--- config.mk ---
export PLATFORM = sky130hd
export DESIGN_NAME = rc_serial_frame_decoder_unit
export DESIGN_NICKNAME = d
export VERILOG_FILES = /design/src/rtl/rcsfd_pkg.sv /design/src/rtl/rc_serial_frame_decoder_unit.sv
export VERILOG_INCLUDE_DIRS = /design/src /design/src/rtl
export SDC_FILE = /design/constraint.sdc
export NUM_CORES = 1
export LEC_CHECK = 0
export BUFFER_PORTS_ARGS = -buffer_cell sky130_fd_sc_hd__buf_4
export CAP_MARGIN = 5
export CORE_UTILIZATION = 40
export CTS_CLUSTER_SIZE = 14
export DETAILED_ROUTE_END_ITERATION = 6
export HOLD_SLACK_MARGIN = 0.06
export SLEW_MARGIN = 20
export SYNTH_ARGS = -nofsm -noshare
export SYNTH_HDL_FRONTEND = slang
export SYNTH_SLANG_ARGS = --single-unit
--- constraint.sdc ---
create_clock -name clk -period 6.81 [get_ports clk]
set_input_delay 1.0215 -clock clk [delete_from_list [all_inputs] [get_ports clk]]
set_output_delay 1.0215 -clock clk [all_outputs]
set_load 0.02 [all_outputs]
--- src/rtl/rc_serial_frame_decoder_unit_defines.svh ---
// Assertion helpers for the frame decoder.
`ifndef RC_SERIAL_FRAME_DECODER_UNIT_DEFINES_SVH
`define RC_SERIAL_FRAME_DECODER_UNIT_DEFINES_SVH

// The consequent must hold in the same cycle as the antecedent.
`define RCSFD_ASSERT_SAME(label, ante, cons) \
    label: assert property (@(posedge clk) disable iff (!rst_n) (ante) |-> (cons)) \
        else $error("rcsfd: same-cycle check failed");

// The consequent must hold in the cycle after the antecedent.
`define RCSFD_ASSERT_NEXT(label, ante, cons) \
    label: assert property (@(posedge clk) disable iff (!rst_n) (ante) |=> (cons)) \
        else $error("rcsfd: next-cycle check failed");

`endif

--- src/rtl/rcsfd_pkg.sv ---
package rcsfd_pkg;

    localparam int PAIRS_PER_FRAME_DEF = 7;
    localparam int FRAME_BYTES = 16;
    localparam int TABLE_SLOTS = 8;
    localparam logic [7:0] GAP_RESET = 8'd10;
    localparam logic signed [10:0] SLOT_RESET = 11'sd88;
    localparam logic signed [11:0] VALUE_OFFSET = 12'sd512;
    localparam logic signed [11:0] LIMIT_POS = 12'sd1000;
    localparam logic signed [11:0] LIMIT_NEG = -12'sd1000;
    localparam logic [7:0] CHAN_MASK = 8'b0011_1100;
    localparam logic [7:0] VHI_MASK = 8'b0000_0011;
    localparam logic [3:0] MAX_CHANNEL = 4'd7;
    localparam logic [7:0] IDLE_MAX = 8'd255;
    localparam logic CMD_BYTE = 1'b0;
    localparam logic CMD_TICK = 1'b1;
    localparam logic REG_GAP_MS = 1'b0;

    typedef enum logic [2:0] {
        S_IDLE,
        S_RHI,
        S_RLO,
        S_DEC,
        S_ERD,
        S_EWAIT
    } state_t;

endpackage

--- src/rtl/rc_serial_frame_decoder_unit.sv ---
// Serial frame decoder for remote-control receivers.
// Input channel (in_valid/in_stall, command, data_byte): each transaction is a
// received byte (command 0) or a one-millisecond tick (command 1). A byte opens
// a frame only after gap_ms ticks of idle time; the first byte after reset only
// restarts the idle timer. The sixteenth byte of a frame starts decoding.
// Output channel (out_valid/out_stall): after each complete frame the eight
// channel slots are sent in ascending order, last high on slot 7, with
// frame_accepted low when a pair carried a channel number above 7.
// Ticks and ordinary bytes are taken without a stall. The closing byte of a
// frame starts a pass that reads the frame store twice and writes the table
// once per pair (S_RHI, S_RLO, S_DEC), stopping at a pair with a channel
// above 7, and then reads the table and loads the output register per slot
// (S_ERD, S_EWAIT); in_stall is high throughout. When the receiver stalls,
// the output register holds its transaction and the emission pauses; after the
// last slot is loaded the block takes input again while it waits to be taken.
// Reset empties the frame, clears the idle timer and sets every slot to 88.
// gap_ms sits at byte address 0 of the APB port and resets to 10.
module rc_serial_frame_decoder_unit #(
    parameter int PAIRS_PER_FRAME = rcsfd_pkg::PAIRS_PER_FRAME_DEF
) (
    input  logic               clk,
    input  logic               rst_n,
    input  logic               in_valid,
    output logic               in_stall,
    input  logic               command,
    input  logic [7:0]         data_byte,
    output logic               out_valid,
    input  logic               out_stall,
    output logic [2:0]         channel_index,
    output logic signed [10:0] channel_value,
    output logic               frame_accepted,
    output logic               last,
    input  logic               psel,
    input  logic               penable,
    input  logic               pwrite,
    input  logic [2:0]         paddr,
    input  logic [31:0]        pwdata,
    output logic [31:0]        prdata,
    output logic               pready
);
    import rcsfd_pkg::*;

    `include "rc_serial_frame_decoder_unit_defines.svh"

    localparam int PAIR_W = $clog2(PAIRS_PER_FRAME + 1);

    state_t state_reg, state_next;

    logic [7:0]        gap_reg;
    logic [3:0]        count_reg, count_next;
    logic [7:0]        idle_reg, idle_next;
    logic              first_reg, first_next;
    logic              ok_reg, ok_next;
    logic [PAIR_W-1:0] pair_reg, pair_next;
    logic [2:0]        slot_reg, slot_next;
    logic [7:0]        hi_reg, hi_next;

    logic              out_valid_reg, out_valid_next;
    logic [2:0]        out_index_reg, out_index_next;
    logic signed [10:0] out_value_reg, out_value_next;
    logic              out_ok_reg, out_ok_next;
    logic              out_last_reg, out_last_next;

    // Frame store: one write and one read port, registered read.
    logic [7:0] fs_mem [FRAME_BYTES];
    logic       fs_we, fs_re;
    logic [3:0] fs_waddr, fs_raddr;
    logic [7:0] fs_rdata_reg;

    // Channel table with a valid bit per slot standing in for the reset value.
    logic signed [10:0] tb_mem [TABLE_SLOTS];
    logic [TABLE_SLOTS-1:0] tb_valid_reg;
    logic               tb_we, tb_re;
    logic [2:0]         tb_waddr, tb_raddr;
    logic signed [10:0] tb_wdata;
    logic signed [10:0] tb_rdata_reg;
    logic               tb_rvalid_reg;
    logic signed [10:0] tb_value;

    logic              in_acc, out_take, cfg_wr;
    logic [7:0]        idle_eff;
    logic [2:0]        pair_p1;
    logic [3:0]        hi_addr, lo_addr;
    logic [3:0]        dec_ch;
    logic [9:0]        dec_v;
    logic signed [11:0] dec_off, dec_s, dec_clamp;

    assign in_stall = (state_reg != S_IDLE);
    assign in_acc   = in_valid && !in_stall;
    assign out_take = !out_valid_reg || !out_stall;

    assign pready = 1'b1;
    assign cfg_wr = psel && penable && pwrite && pready;
    assign prdata = (paddr[2] == REG_GAP_MS) ? {24'd0, gap_reg} : 32'd0;

    assign out_valid      = out_valid_reg;
    assign channel_index  = out_index_reg;
    assign channel_value  = out_value_reg;
    assign frame_accepted = out_ok_reg;
    assign last           = out_last_reg;

    assign idle_eff = first_reg ? idle_reg : 8'd0;
    assign pair_p1  = 3'(pair_reg) + 3'd1;
    assign hi_addr  = {pair_p1, 1'b0};
    assign lo_addr  = {pair_p1, 1'b1};

    assign dec_ch    = 4'((hi_reg & CHAN_MASK) >> 2);
    assign dec_v     = {hi_reg[1:0] & VHI_MASK[1:0], fs_rdata_reg};
    assign dec_off   = $signed({2'b00, dec_v}) - VALUE_OFFSET;
    assign dec_s     = dec_off <<< 1;
    assign dec_clamp = (dec_s > LIMIT_POS) ? LIMIT_POS :
                       (dec_s < LIMIT_NEG) ? LIMIT_NEG : dec_s;

    assign tb_value = tb_rvalid_reg ? tb_rdata_reg : SLOT_RESET;

    always_comb
    begin
        state_next     = state_reg;
        count_next     = count_reg;
        idle_next      = idle_reg;
        first_next     = first_reg;
        ok_next        = ok_reg;
        pair_next      = pair_reg;
        slot_next      = slot_reg;
        hi_next        = hi_reg;
        fs_we          = 1'b0;
        fs_waddr       = count_reg;
        fs_re          = 1'b0;
        fs_raddr       = hi_addr;
        tb_we          = 1'b0;
        tb_waddr       = dec_ch[2:0];
        tb_wdata       = 11'(dec_clamp);
        tb_re          = 1'b0;
        tb_raddr       = slot_reg;
        out_valid_next = out_valid_reg && out_stall;
        out_index_next = out_index_reg;
        out_value_next = out_value_reg;
        out_ok_next    = out_ok_reg;
        out_last_next  = out_last_reg;

        case (state_reg)
            S_IDLE:
            begin
                if (in_acc)
                begin
                    if (command == CMD_TICK)
                    begin
                        if (idle_reg != IDLE_MAX)
                        begin
                            idle_next = idle_reg + 8'd1;
                        end
                    end
                    else
                    begin
                        first_next = 1'b1;
                        idle_next  = idle_eff;
                        if (count_reg == 4'd0)
                        begin
                            if (idle_eff >= gap_reg)
                            begin
                                fs_we      = 1'b1;
                                count_next = 4'd1;
                            end
                        end
                        else
                        begin
                            fs_we = 1'b1;
                            if (count_reg == 4'(FRAME_BYTES - 1))
                            begin
                                count_next = 4'd0;
                                idle_next  = 8'd0;
                                ok_next    = 1'b1;
                                pair_next  = '0;
                                state_next = S_RHI;
                            end
                            else
                            begin
                                count_next = count_reg + 4'd1;
                            end
                        end
                    end
                end
            end
            S_RHI:
            begin
                fs_re      = 1'b1;
                fs_raddr   = hi_addr;
                state_next = S_RLO;
            end
            S_RLO:
            begin
                hi_next    = fs_rdata_reg;
                fs_re      = 1'b1;
                fs_raddr   = lo_addr;
                state_next = S_DEC;
            end
            S_DEC:
            begin
                if (dec_ch > MAX_CHANNEL)
                begin
                    ok_next    = 1'b0;
                    slot_next  = 3'd0;
                    state_next = S_ERD;
                end
                else
                begin
                    tb_we = 1'b1;
                    if (pair_reg == PAIR_W'(PAIRS_PER_FRAME - 1))
                    begin
                        slot_next  = 3'd0;
                        state_next = S_ERD;
                    end
                    else
                    begin
                        pair_next  = pair_reg + PAIR_W'(1);
                        state_next = S_RHI;
                    end
                end
            end
            S_ERD:
            begin
                tb_re      = 1'b1;
                tb_raddr   = slot_reg;
                state_next = S_EWAIT;
            end
            S_EWAIT:
            begin
                if (out_take)
                begin
                    out_valid_next = 1'b1;
                    out_index_next = slot_reg;
                    out_value_next = tb_value;
                    out_ok_next    = ok_reg;
                    out_last_next  = (slot_reg == 3'(TABLE_SLOTS - 1));
                    if (slot_reg == 3'(TABLE_SLOTS - 1))
                    begin
                        state_next = S_IDLE;
                    end
                    else
                    begin
                        slot_next  = slot_reg + 3'd1;
                        state_next = S_ERD;
                    end
                end
            end
            default:
            begin
                state_next = S_IDLE;
            end
        endcase
    end

    always_ff @(posedge clk or negedge rst_n)
    begin
        if (!rst_n)
        begin
            state_reg <= S_IDLE;
        end
        else
        begin
            state_reg <= state_next;
        end
    end

    always_ff @(posedge clk or negedge rst_n)
    begin
        if (!rst_n)
        begin
            gap_reg       <= GAP_RESET;
            count_reg     <= 4'd0;
            idle_reg      <= 8'd0;
            first_reg     <= 1'b0;
            ok_reg        <= 1'b1;
            pair_reg      <= '0;
            slot_reg      <= 3'd0;
            out_valid_reg <= 1'b0;
            tb_valid_reg  <= '0;
        end
        else
        begin
            if (cfg_wr && paddr[2] == REG_GAP_MS)
            begin
                gap_reg <= pwdata[7:0];
            end
            count_reg     <= count_next;
            idle_reg      <= idle_next;
            first_reg     <= first_next;
            ok_reg        <= ok_next;
            pair_reg      <= pair_next;
            slot_reg      <= slot_next;
            out_valid_reg <= out_valid_next;
            if (tb_we)
            begin
                tb_valid_reg[tb_waddr] <= 1'b1;
            end
        end
    end

    always_ff @(posedge clk)
    begin
        hi_reg        <= hi_next;
        out_index_reg <= out_index_next;
        out_value_reg <= out_value_next;
        out_ok_reg    <= out_ok_next;
        out_last_reg  <= out_last_next;
    end

    always_ff @(posedge clk)
    begin
        if (fs_we)
        begin
            fs_mem[fs_waddr] <= data_byte;
        end
        if (fs_re)
        begin
            fs_rdata_reg <= fs_mem[fs_raddr];
        end
    end

    always_ff @(posedge clk)
    begin
        if (tb_we)
        begin
            tb_mem[tb_waddr] <= tb_wdata;
        end
        if (tb_re)
        begin
            tb_rdata_reg  <= tb_mem[tb_raddr];
            tb_rvalid_reg <= tb_valid_reg[tb_raddr];
        end
    end

    // The closing byte of a frame must start the decode pass.
    `RCSFD_ASSERT_NEXT(a_frame_starts_decode,
        in_acc && command == CMD_BYTE && count_reg == 4'(FRAME_BYTES - 1),
        state_reg == S_RHI)
    // The slot flagged last is always slot 7.
    `RCSFD_ASSERT_SAME(a_last_is_top_slot, out_valid_reg && out_last_reg,
        out_index_reg == 3'(TABLE_SLOTS - 1))
    // With the output register free, a waiting slot is loaded at once.
    `RCSFD_ASSERT_NEXT(a_emit_loads, state_reg == S_EWAIT && !out_valid_reg,
        out_valid_reg)

endmodule

* Word-level counts from Yosys, hierarchy flattened
Memory sizes are Yosys's and may differ from the RTL's. A register that Yosys moved wholly into a read port is not among the register bits.
Cells that the tools add are included.
** Storage, ports and cells
- Flip-flop bits (word level) :: 63
- Memory bits (writable) :: 216
- Input port bits :: 51
- Output and inout port bits :: 51
- Memories kept :: 2
** Cells by class
- Add/sub/neg operators :: 5
- Magnitude comparators :: 7
- Equality and inequality tests :: 21
- Muxes and demuxes :: 58
- Bitwise gates (word level) :: 3
- Reductions and logical operators :: 24
** Memories
- fs_mem :: depth 16, bits a word 8, rd ports 1, clocked after memory_dff 1, wr ports 1, RTL line rc_serial_frame_decoder_unit.sv:65 : logic [7:0] fs_mem [FRAME_BYTES];
- tb_mem :: depth 8, bits a word 11, rd ports 1, clocked after memory_dff 1, wr ports 1, RTL line rc_serial_frame_decoder_unit.sv:71 : logic signed [10:0] tb_mem [TABLE_SLOTS];
** Operator list (count)
- 3-bit two-way mux :: 18
- 8-bit two-way mux :: 6
- 1-bit two-way mux :: 23
- 11-bit two-way mux :: 2
- 2-bit != test, second input constant :: 9
- 3-bit one-hot mux with 6 select lines :: 1
- 3-bit equality test, second input constant :: 4
- 12-bit by 11-bit greater-than comparator with 1-bit output, second input constant :: 1
- 12-bit by 11-bit < comparator with 1-bit output, second input constant :: 1
- 4-bit two-way mux :: 3
- 3-bit one-hot mux with 2 select lines :: 2
- 10-bit by 10-bit subtractor with 11-bit output, second input constant :: 1
- 8-bit by 1-bit adder with 8-bit output, second input constant :: 1
- 8-bit greater-or-equal comparator :: 1
- 3-bit by 4-bit < comparator with 1-bit output, second input constant :: 2
- 8-bit != test, second input constant :: 1
- 8-bit bitwise OR :: 1
- 4-bit AND reduction :: 2
- 7-bit AND reduction :: 1
- 3-bit by 1-bit adder with 3-bit output, second input constant :: 2
- 3-bit by 2-bit equality test with 1-bit output, second input constant :: 2
- 1-bit logical AND :: 6
- 3-bit AND reduction :: 2
- 6-bit AND reduction :: 1
- 20 further kinds :: 25

* Logic depth before layout (Yosys ltp)
Gate-level depths: netlist (run 1).
- Depth after elaboration :: 9
- Gate-level depth with buffers :: 11
- Depth with buffers taken out :: 7

* Worst setup path before layout (run 1)
OpenSTA, ideal clock, no wires.
- Path type :: register to register
- Start :: reg pair_reg[0]
- End :: reg fs_rdata_reg[7], read port of fs_mem, data pin
- Library setup time :: 0.268 ns
- Data arrival time :: 2.270 ns
- Required time :: 6.542 ns
- Slack :: 4.272 ns
- Cell stages (with the launch flop) :: 12
- Period minus slack after synthesis :: 2.538 ns
- Cell sequence :: dfrtp_1 > buf_2 > buf_2 > inv_1 > ha_1 > buf_2 > or2_2 > clkbuf_1 > o22ai_1 > nor3_1 > o21ai_0 > o21ai_0
** On the way
- Longest elaborated chain between the ends :: 1
** RTL lines
- start: declaration :: RTL line rc_serial_frame_decoder_unit.sv:54 : logic [PAIR_W-1:0] pair_reg, pair_next;
- start signal: assignment :: RTL line rc_serial_frame_decoder_unit.sv:289 : pair_reg <= pair_next;
- 3-bit by 1-bit adder with 3-bit output :: RTL line rc_serial_frame_decoder_unit.sv:103 : assign pair_p1 = 3'(pair_reg) + 3'd1;
- end: declaration :: RTL line rc_serial_frame_decoder_unit.sv:68 : logic [7:0] fs_rdata_reg;
No other way between the ends.
A chain may end at the register's enable or synchronous reset.

* Final worst setup path (run 1)
- Start :: reg pair_reg[0]
- End :: reg fs_rdata_reg[2], read port of fs_mem, data pin
The elaborated chain is that of the path after synthesis.

==> flow_results.xml, run 1 <==
<?xml version="1.0" encoding="UTF-8"?>
<metrics>
  <group name="layout">
    <metric name="largest_reg_flops" unit="">128</metric>
    <metric name="layoutNonFillerInstCount" unit="">1174</metric>
    <metric name="registers.top_by_ff_count" unit="">fs_mem</metric>
    <metric name="filler_cell_count" unit="">2503</metric>
    <metric name="biggestRegsByFlops" unit="">fs_mem: 128 flops, tb_mem: 80 flops</metric>
    <metric name="finish.net_count" unit="">838</metric>
    <metric name="utilization" unit="%">46.5</metric>
    <metric name="num_antenna_cells" unit="">0</metric>
    <metric name="area_growth_syn_to_layout" unit="%">13.4</metric>
    <metric name="final_layout_size_suffix_gt1_share" unit="%">22.3</metric>
  </group>
  <group name="global_route">
    <metric name="first_pass_grt_wire_length" unit="µm">35600</metric>
    <metric name="top_usage_layer" unit="">met2</metric>
    <metric name="vias_in_the_first_global_route" unit="">6371</metric>
    <metric name="global_route.usage.met3" unit="%">2.32</metric>
    <metric name="antenna_found_initial" unit="">0</metric>
    <metric name="grtUsageTotal" unit="%">15.2</metric>
    <metric name="pin_count_of_the_biggest_net_entering_global_routing" unit="">41</metric>
    <metric name="globalRouteMet1Util" unit="%">19.5</metric>
    <metric name="gr-usage-met2" unit="%">26.3</metric>
    <metric name="gr-total-overflow" unit="">0</metric>
  </group>
  <group name="worst_setup_path">
    <metric name="timing.rr.start" unit="">pair_reg[0]$_DFFE_PN0P_</metric>
    <metric name="setup.reg_to_reg.worst_slack" unit="ns">3.96</metric>
    <metric name="worst_r2r_endpoint" unit="">fs_rdata_reg[2]$_DFFE_PN_</metric>
    <metric name="critical_path.startpoint" unit="">pair_reg[0]$_DFFE_PN0P_</metric>
    <metric name="endpoint_kind" unit="">flip-flop</metric>
    <metric name="type_of_the_worst_setup_path" unit="">reg -&gt; reg</metric>
    <metric name="setup_crit_start_kind" unit="">flip-flop</metric>
    <metric name="worstPathMaxFanout" unit="">33</metric>
    <metric name="critical_path_arrival" unit="ns">3.23</metric>
    <metric name="worst_r2r_path_depth" unit="">9</metric>
    <metric name="worst-endpoint-required" unit="ns">7.19</metric>
  </group>
  <group name="power">
    <metric name="p_per_area" unit="mW/mm²">408</metric>
    <metric name="report.power.total" unit="mW">5.51</metric>
    <metric name="max_ir_drop_vdd" unit="µV">202</metric>
    <metric name="leakagePower" unit="nW">4.77</metric>
  </group>
  <group name="synthesis">
    <metric name="syn-mean-instance-area" unit="µm²">16.9</metric>
    <metric name="ys.warnings.count" unit="">0</metric>
    <metric name="synthFlopType" unit="">sky130_fd_sc_hd__edfxtp_1</metric>
    <metric name="netlist_top_cells_area" unit="">sky130_fd_sc_hd__edfxtp_1 63%, sky130_fd_sc_hd__dfrtp_1 7.8%, sky130_fd_sc_hd__mux4_2 6.6%</metric>
    <metric name="netlist.area_leader.share" unit="%">62.5</metric>
    <metric name="yosys.area.top_type" unit="">sky130_fd_sc_hd__edfxtp_1</metric>
    <metric name="synthesis.area" unit="mm²">0.0119</metric>
    <metric name="most_frequent_cell_after_synthesis" unit="">sky130_fd_sc_hd__edfxtp_1</metric>
    <metric name="post_synth_most_frequent_cells" unit="">248 x sky130_fd_sc_hd__edfxtp_1, 37 x sky130_fd_sc_hd__dfrtp_1, 35 x sky130_fd_sc_hd__mux4_2</metric>
    <metric name="synth.ff_latch_count" unit="">288</metric>
    <metric name="asyncSetResetFlopFracSynth" unit="%">13.9</metric>
    <metric name="synth_edf_count" unit="">248</metric>
    <metric name="syn_inst" unit="">705</metric>
    <metric name="ys_types" unit="">59</metric>
    <metric name="ys_seq_area_share" unit="%">71.0</metric>
  </group>
  <group name="floorplanning">
    <metric name="initial_utilization" unit="%">41.0</metric>
    <metric name="boundaryPins" unit="">102</metric>
    <metric name="floorplan.core_area" unit="mm²">0.0290</metric>
    <metric name="die_area" unit="mm²">0.0305</metric>
    <metric name="floorplan.die.width" unit="µm">175</metric>
    <metric name="floorplan.die.height" unit="µm">175</metric>
    <metric name="row_count" unit="">62</metric>
  </group>
  <group name="sta">
    <metric name="clock.fmax" unit="MHz">351</metric>
    <metric name="finalCritPeriodShare" unit="%">41.8</metric>
    <metric name="slew_viol_final" unit="">0</metric>
    <metric name="timing.clock.skew" unit="ns">0.0113</metric>
    <metric name="count_of_endpoints_failing_setup_in_the_final_report" unit="">0</metric>
    <metric name="finalWorstPathRequiredPeriod" unit="ns">2.85</metric>
    <metric name="worst_slew_pin_slew" unit="ns">1.03</metric>
    <metric name="setup-tns-final" unit="ns">0</metric>
    <metric name="slew_headroom" unit="%">31.5</metric>
    <metric name="rsz0062_at_grt" unit="">no</metric>
    <metric name="final_hold_viol_count" unit="">0</metric>
  </group>
  <group name="clocking">
    <metric name="numClockSinks" unit="">288</metric>
    <metric name="cts-hold-fix-buffers" unit="">0</metric>
    <metric name="clock_tree.root_cell" unit="">sky130_fd_sc_hd__clkbuf_16</metric>
    <metric name="cts_tree" unit="">yes</metric>
    <metric name="clk_transition_reported_paths" unit="ns">0.06</metric>
    <metric name="cts_setup_buffers" unit="">0</metric>
    <metric name="tritoncts.num_buffers" unit="">29</metric>
    <metric name="cts.htree.levels" unit="">1</metric>
    <metric name="clock_latency" unit="ns">0.54</metric>
    <metric name="cts_max_path_buffers" unit="">3</metric>
    <metric name="post_cts_resize_count" unit="">0</metric>
  </group>
  <group name="routing">
    <metric name="antenna_left" unit="">0</metric>
    <metric name="wirelength" unit="µm">22500</metric>
    <metric name="via_count" unit="">6104</metric>
    <metric name="drcViolationCount" unit="">0</metric>
    <metric name="avgRoutedWirePerCell" unit="µm">19.2</metric>
    <metric name="viasPerCell" unit="">5.20</metric>
    <metric name="firstDrtPassIters" unit="">4</metric>
    <metric name="dr.first_iter.drc_count" unit="">450</metric>
  </group>
  <group name="placed_design">
    <metric name="detailedPlacementHpwl" unit="µm">14400</metric>
    <metric name="dp.cells" unit="">1122</metric>
    <metric name="globalplace.congestion" unit="">0.782</metric>
    <metric name="place.port_buffers" unit="">49</metric>
  </group>
  <group name="flow_run">
    <metric name="max_cap_viols" unit="">0</metric>
  </group>
  <group name="worst_hold_path">
    <metric name="worstHoldPathType" unit="">in -&gt; async</metric>
  </group>
  <group name="status">
    <metric name="run_status" unit="">finished, final reports clean</metric>
  </group>
</metrics>
## layer usage
layer	part of all wire [%]	up-vias
met3	3.6	52
li1	-	2828
met1	43	3090
met2	50	134
met4	3.1	0
met5	0	-
## worst max-delay path, cell delays in order (launching register included)
cell	delay, ns
sky130_fd_sc_hd__dfrtp_1	0.32
sky130_fd_sc_hd__buf_4	0.41
sky130_fd_sc_hd__inv_1	0.10
sky130_fd_sc_hd__ha_1	0.29
sky130_fd_sc_hd__buf_4	0.29
sky130_fd_sc_hd__nand2b_1	0.43
sky130_fd_sc_hd__o22ai_1	0.15
sky130_fd_sc_hd__nor3_1	0.37
sky130_fd_sc_hd__o21ai_0	0.18
sky130_fd_sc_hd__o21ai_1	0.15
## worst max path at each step
stage | endpoint | slack [ns] | cells after the start
2_1_floorplan | fs_rdata_reg[7]$_DFFE_PN_ | 4.27 | 11
3_3_place_gp | fs_mem[15][3]$_DFFE_PP_ | 3.68 | 5
4_1_cts | fs_rdata_reg[7]$_DFFE_PN_ | 3.95 | 9
3_5_place_dp | fs_mem[15][3]$_DFFE_PP_ | 3.65 | 5
5_1_grt | fs_rdata_reg[7]$_DFFE_PN_ | 3.75 | 9
6_report | fs_rdata_reg[2]$_DFFE_PN_ | 3.96 | 9
## area by class of cell
| class | count | area, µm² | share of cell area [%] |
|---|---|---|---|
| clock buffer | 36 | 752 | 5.57 |
| timing repair buffer | 62 | 465 | 3.45 |
| clock inverter | 16 | 153 | 1.13 |
| sequential | 288 | 8450 | 62.6 |
| multi-input combinational | 367 | 3120 | 23.1 |
| inverter | 21 | 83.8 | 0.621 |
| tap | 384 | 480 | 3.56 |
## per-stage QoR
stage	cell area [µm²]	setup WS [ns]	hold WS, ns
after floorplan	12000	4.27	0.428
after global placement	12600	3.68	0.448
after detailed placement	12600	3.65	0.455
after CTS	13500	3.95	0.463
after global routing	13500	3.75	0.473
final	13500	3.96	0.449
## logic make-up (layout without fill, tap and decap cells)
family	Yosys count	count (layout)	synth area share [%]
flip-flops	288	288	71.0
AND/OR/NAND/NOR	155	155	7.07
AO/OA/AOI/OAI	91	91	4.93
multiplexers	74	74	11.2
buffers and inverters	74	135	3.63
adder cells (fa/ha/maj)	18	18	1.89
XOR/XNOR	3	3	0.221
other	2	26	0.0631
## cell usage in the layout, fill, tap and decap left out, types with 18 or more instances in the layout
cell type                     n
sky130_fd_sc_hd__and2_1      18
sky130_fd_sc_hd__buf_4       62
sky130_fd_sc_hd__clkbuf_16   29
sky130_fd_sc_hd__conb_1      26
sky130_fd_sc_hd__dfrtp_1     36
sky130_fd_sc_hd__edfxtp_1   248
sky130_fd_sc_hd__ha_1        18
sky130_fd_sc_hd__inv_1       20
sky130_fd_sc_hd__mux2_2      21
sky130_fd_sc_hd__mux4_2      35
sky130_fd_sc_hd__nand2_1     29
sky130_fd_sc_hd__nor2_1      27
sky130_fd_sc_hd__nor3_1      20
sky130_fd_sc_hd__o21ai_0     22
sky130_fd_sc_hd__o22ai_1     23
## where the power goes
group          internal, mW  total (mW)  switching [mW]
registers              2.28        2.47           0.192
logic                 0.636        1.52           0.887
clock network         0.891        1.51           0.620
total                  3.81        5.51            1.70
Note: power is estimated with default switching activity, not from simulation.
==> inputs of run 2 (changes only) <==
clock period = 2.3 ns   (was 6.81 ns; I/O delays follow)
==> run 2 against run 1 <==
  * The flow now finishes with violations (negative setup slack)
  * First-iteration DRC count up 1.8%
  * Die area unchanged
  * Hold slack worse by 0.31 ns
  * Power rose to 3.1 times the previous value
  * Routed wire length up 8.4%
  * Non-clock buffer count up 71
  * Flip-flop and latch count unchanged
  * Combinational power rose to 3.8 times the previous value
  * Via count up 5.6%
  * Clock skew down 0.0017 ns
  * Global-route usage up 0.75 points
  * Utilization up 3.0 points
  * Critical endpoint is now fs_mem[14][1]$_DFFE_PP_
  * Largest power group unchanged
  * Highest routed layer unchanged
==> flow_results.xml, run 2 (same netlist as run 1, synthesis figures left out) <==
<?xml version="1.0" encoding="UTF-8"?>
<metrics>
  <group name="status">
    <metric name="run_status" unit="">finished with violations</metric>
    <metric name="failed_checks" unit="">negative setup slack</metric>
  </group>
  <group name="global_route">
    <metric name="gr-usage-met2" unit="%">27.8</metric>
    <metric name="pin_count_of_the_biggest_net_entering_global_routing" unit="">41</metric>
    <metric name="gr-total-overflow" unit="">0</metric>
    <metric name="global_route.usage.met3" unit="%">2.34</metric>
    <metric name="antenna_found_initial" unit="">0</metric>
    <metric name="first_pass_grt_wire_length" unit="µm">37000</metric>
    <metric name="grtUsageTotal" unit="%">15.9</metric>
    <metric name="vias_in_the_first_global_route" unit="">6704</metric>
    <metric name="globalRouteMet1Util" unit="%">20.5</metric>
    <metric name="top_usage_layer" unit="">met2</metric>
  </group>
  <group name="routing">
    <metric name="viasPerCell" unit="">5.17</metric>
    <metric name="dr.first_iter.drc_count" unit="">458</metric>
    <metric name="firstDrtPassIters" unit="">7</metric>
    <metric name="drcViolationCount" unit="">0</metric>
    <metric name="antenna_left" unit="">0</metric>
    <metric name="wirelength" unit="µm">24400</metric>
    <metric name="avgRoutedWirePerCell" unit="µm">19.6</metric>
    <metric name="via_count" unit="">6448</metric>
  </group>
  <group name="layout">
    <metric name="most_common_library_cell_in_the_layout_ignoring_fill_and_taps" unit="">sky130_fd_sc_hd__edfxtp_1</metric>
    <metric name="num_antenna_cells" unit="">0</metric>
    <metric name="biggestRegsByFlops" unit="">fs_mem: 128 flops, tb_mem: 80 flops</metric>
    <metric name="design_area_final" unit="mm²">0.0144</metric>
    <metric name="registers.top_by_ff_count" unit="">fs_mem</metric>
    <metric name="layout_common_cells" unit="">248 x sky130_fd_sc_hd__edfxtp_1, 102 x sky130_fd_sc_hd__buf_4, 36 x sky130_fd_sc_hd__dfrtp_1</metric>
    <metric name="final_layout_size_suffix_gt1_share" unit="%">30.7</metric>
    <metric name="area_growth_syn_to_layout" unit="%">20.7</metric>
    <metric name="utilization" unit="%">49.5</metric>
    <metric name="largest_reg_flops" unit="">128</metric>
    <metric name="finish.net_count" unit="">910</metric>
  </group>
  <group name="worst_setup_path">
    <metric name="worst_r2r_endpoint" unit="">fs_mem[14][1]$_DFFE_PP_</metric>
    <metric name="worst-endpoint-required" unit="ns">2.55</metric>
    <metric name="worst_r2r_path_depth" unit="">10</metric>
    <metric name="setup_crit_start_kind" unit="">flip-flop</metric>
    <metric name="endpoint_kind" unit="">flip-flop</metric>
    <metric name="critical_path_arrival" unit="ns">2.59</metric>
    <metric name="setup.reg_to_reg.worst_slack" unit="ns">-0.04</metric>
    <metric name="worstPathMaxFanout" unit="">8</metric>
    <metric name="timing.rr.start" unit="">first_reg$_DFFE_PN0P_</metric>
    <metric name="type_of_the_worst_setup_path" unit="">reg -&gt; reg</metric>
  </group>
  <group name="clocking">
    <metric name="cts_tree" unit="">yes</metric>
    <metric name="tritoncts.num_buffers" unit="">29</metric>
    <metric name="clk_transition_reported_paths" unit="ns">0.06</metric>
    <metric name="cts.htree.levels" unit="">1</metric>
    <metric name="numClockSinks" unit="">288</metric>
    <metric name="clock_tree.root_cell" unit="">sky130_fd_sc_hd__clkbuf_16</metric>
    <metric name="cts_max_path_buffers" unit="">3</metric>
    <metric name="clock_latency" unit="ns">0.55</metric>
  </group>
  <group name="worst_hold_path">
    <metric name="hold_end" unit="">fs_mem[14][7]$_DFFE_PP_</metric>
    <metric name="hp-start" unit="">data_byte[7]</metric>
    <metric name="worstHoldPathType" unit="">in -&gt; reg</metric>
    <metric name="hold_depth" unit="">1</metric>
  </group>
  <group name="sta">
    <metric name="slew_viol_final" unit="">0</metric>
    <metric name="final_hold_viol_count" unit="">0</metric>
    <metric name="slew_headroom" unit="%">59.0</metric>
    <metric name="final.setup.worst_slack" unit="ns">-0.0385</metric>
    <metric name="final.hold.worst_slack" unit="ns">0.140</metric>
    <metric name="rsz0062_at_grt" unit="">yes</metric>
    <metric name="timing.clock.skew" unit="ns">0.00967</metric>
    <metric name="clock.fmax" unit="MHz">428</metric>
    <metric name="finalWorstPathRequiredPeriod" unit="ns">2.34</metric>
    <metric name="worst_slew_pin_slew" unit="ns">0.614</metric>
    <metric name="finalCritPeriodShare" unit="%">102</metric>
    <metric name="count_of_endpoints_failing_setup_in_the_final_report" unit="">51</metric>
  </group>
  <group name="placed_design">
    <metric name="globalplace.congestion" unit="">0.809</metric>
    <metric name="postPlaceCellArea" unit="mm²">0.0131</metric>
    <metric name="pre_cts_slack" unit="ns">-0.164</metric>
    <metric name="detailedPlacementHpwl" unit="µm">15400</metric>
    <metric name="place.port_buffers" unit="">49</metric>
  </group>
  <group name="power">
    <metric name="p_per_area" unit="mW/mm²">1200</metric>
    <metric name="leakagePower" unit="nW">5.16</metric>
    <metric name="max_ir_drop_vdd" unit="µV">759</metric>
  </group>
  <group name="floorplanning">
    <metric name="floorplan.die.width" unit="µm">175</metric>
    <metric name="floorplan.die.height" unit="µm">175</metric>
    <metric name="floorplan.core_area" unit="mm²">0.0290</metric>
    <metric name="die_area" unit="mm²">0.0305</metric>
    <metric name="initial_utilization" unit="%">41.0</metric>
    <metric name="row_count" unit="">62</metric>
    <metric name="boundaryPins" unit="">102</metric>
  </group>
  <group name="flow_run">
    <metric name="max_cap_viols" unit="">0</metric>
  </group>
</metrics>
[run 2: cell types whose count changed in the layout (fill, tap and decap cells not counted), moves of 3 or more]
| cell | change |
|---|---|
| sky130_fd_sc_hd__and3_1 | -3 |
| sky130_fd_sc_hd__buf_12 | +4 |
| sky130_fd_sc_hd__buf_4 | +40 |
| sky130_fd_sc_hd__buf_6 | +16 |
| sky130_fd_sc_hd__clkbuf_8 | +4 |
| sky130_fd_sc_hd__clkinv_1 | -6 |
| sky130_fd_sc_hd__clkinvlp_4 | +3 |
| sky130_fd_sc_hd__dlygate4sd3_1 | +11 |
| sky130_fd_sc_hd__ha_1 | -6 |
| sky130_fd_sc_hd__ha_4 | +5 |
[run 2: timing repair]
action	4_1_cts	5_1_grt
setup endpoints to repair	117	145
gates resized for setup	5	54
hold buffers	11	0
pin swaps	2	10
hold endpoints to repair	47	0
gates cloned	0	2
buffers inserted	1	2
[run 2: how the worst max path moves through the flow]
stage,start,endpoint,slack (ns)
4_1_cts,first_reg$_DFFE_PN0P_,fs_mem[6][7]$_DFFE_PP_,0.0003
2_1_floorplan,pair_reg[0]$_DFFE_PN0P_,fs_rdata_reg[7]$_DFFE_PN_,0.003
6_report,first_reg$_DFFE_PN0P_,fs_mem[14][1]$_DFFE_PP_,-0.04
3_3_place_gp,first_reg$_DFFE_PN0P_,fs_mem[4][0]$_DFFE_PP_,-0.15
3_5_place_dp,first_reg$_DFFE_PN0P_,fs_mem[6][3]$_DFFE_PP_,-0.16
5_1_grt,first_reg$_DFFE_PN0P_,fs_mem[11][6]$_DFFE_PP_,-0.13
[run 2: layout make-up]
| cell class | instances | area [µm²] |
|---|---|---|
| tap | 384 | 480 |
| timing repair buffer | 133 | 1140 |
| sequential | 288 | 8450 |
| inverter | 21 | 86.3 |
| multi-input combinational | 368 | 3310 |
| clock inverter | 10 | 87.6 |
| fill | 2406 | 14600 |
| clock buffer | 42 | 815 |
[run 2: layer usage]
layer,up-vias,part of all wire (%)
met1,3258,41
met2,163,51
li1,2977,-
met4,0,2.6
met5,-,0
met3,50,4.6
[run 2: worst max-delay path, stage by stage (launching register included)]
cell and delay, ns:
sky130_fd_sc_hd__dfrtp_2 0.44, sky130_fd_sc_hd__buf_6 0.14, sky130_fd_sc_hd__and2_4 0.14, sky130_fd_sc_hd__ha_4 0.26, sky130_fd_sc_hd__nand3_4 0.07, sky130_fd_sc_hd__nor3_2 0.19, sky130_fd_sc_hd__nand3b_1 0.16, sky130_fd_sc_hd__buf_6 0.18
sky130_fd_sc_hd__nand2_8 0.08, sky130_fd_sc_hd__and4_1 0.24, sky130_fd_sc_hd__buf_6 0.15
[run 2: metrics by stage]
step / instances / power, mW / TNS (ns)
2_1_floorplan: 729 / 10.8 / 0
3_3_place_gp: 1178 / 12.3 / -13.96
3_5_place_dp: 1178 / 12.5 / -15.60
4_1_cts: 1242 / 17.0 / 0
5_1_grt: 1246 / 18.1 / -10.42
6_report: 1246 / 17.2 / -1.03
[run 2: report_power, final]
| group | switching (mW) | leakage (nW) | total, mW | internal, mW |
|---|---|---|---|---|
| sequential | 0.302 | 2.72 | 7.05 | 6.75 |
| combinational | 3.19 | 2.00 | 5.70 | 2.51 |
| clock | 1.88 | 0.431 | 4.44 | 2.56 |
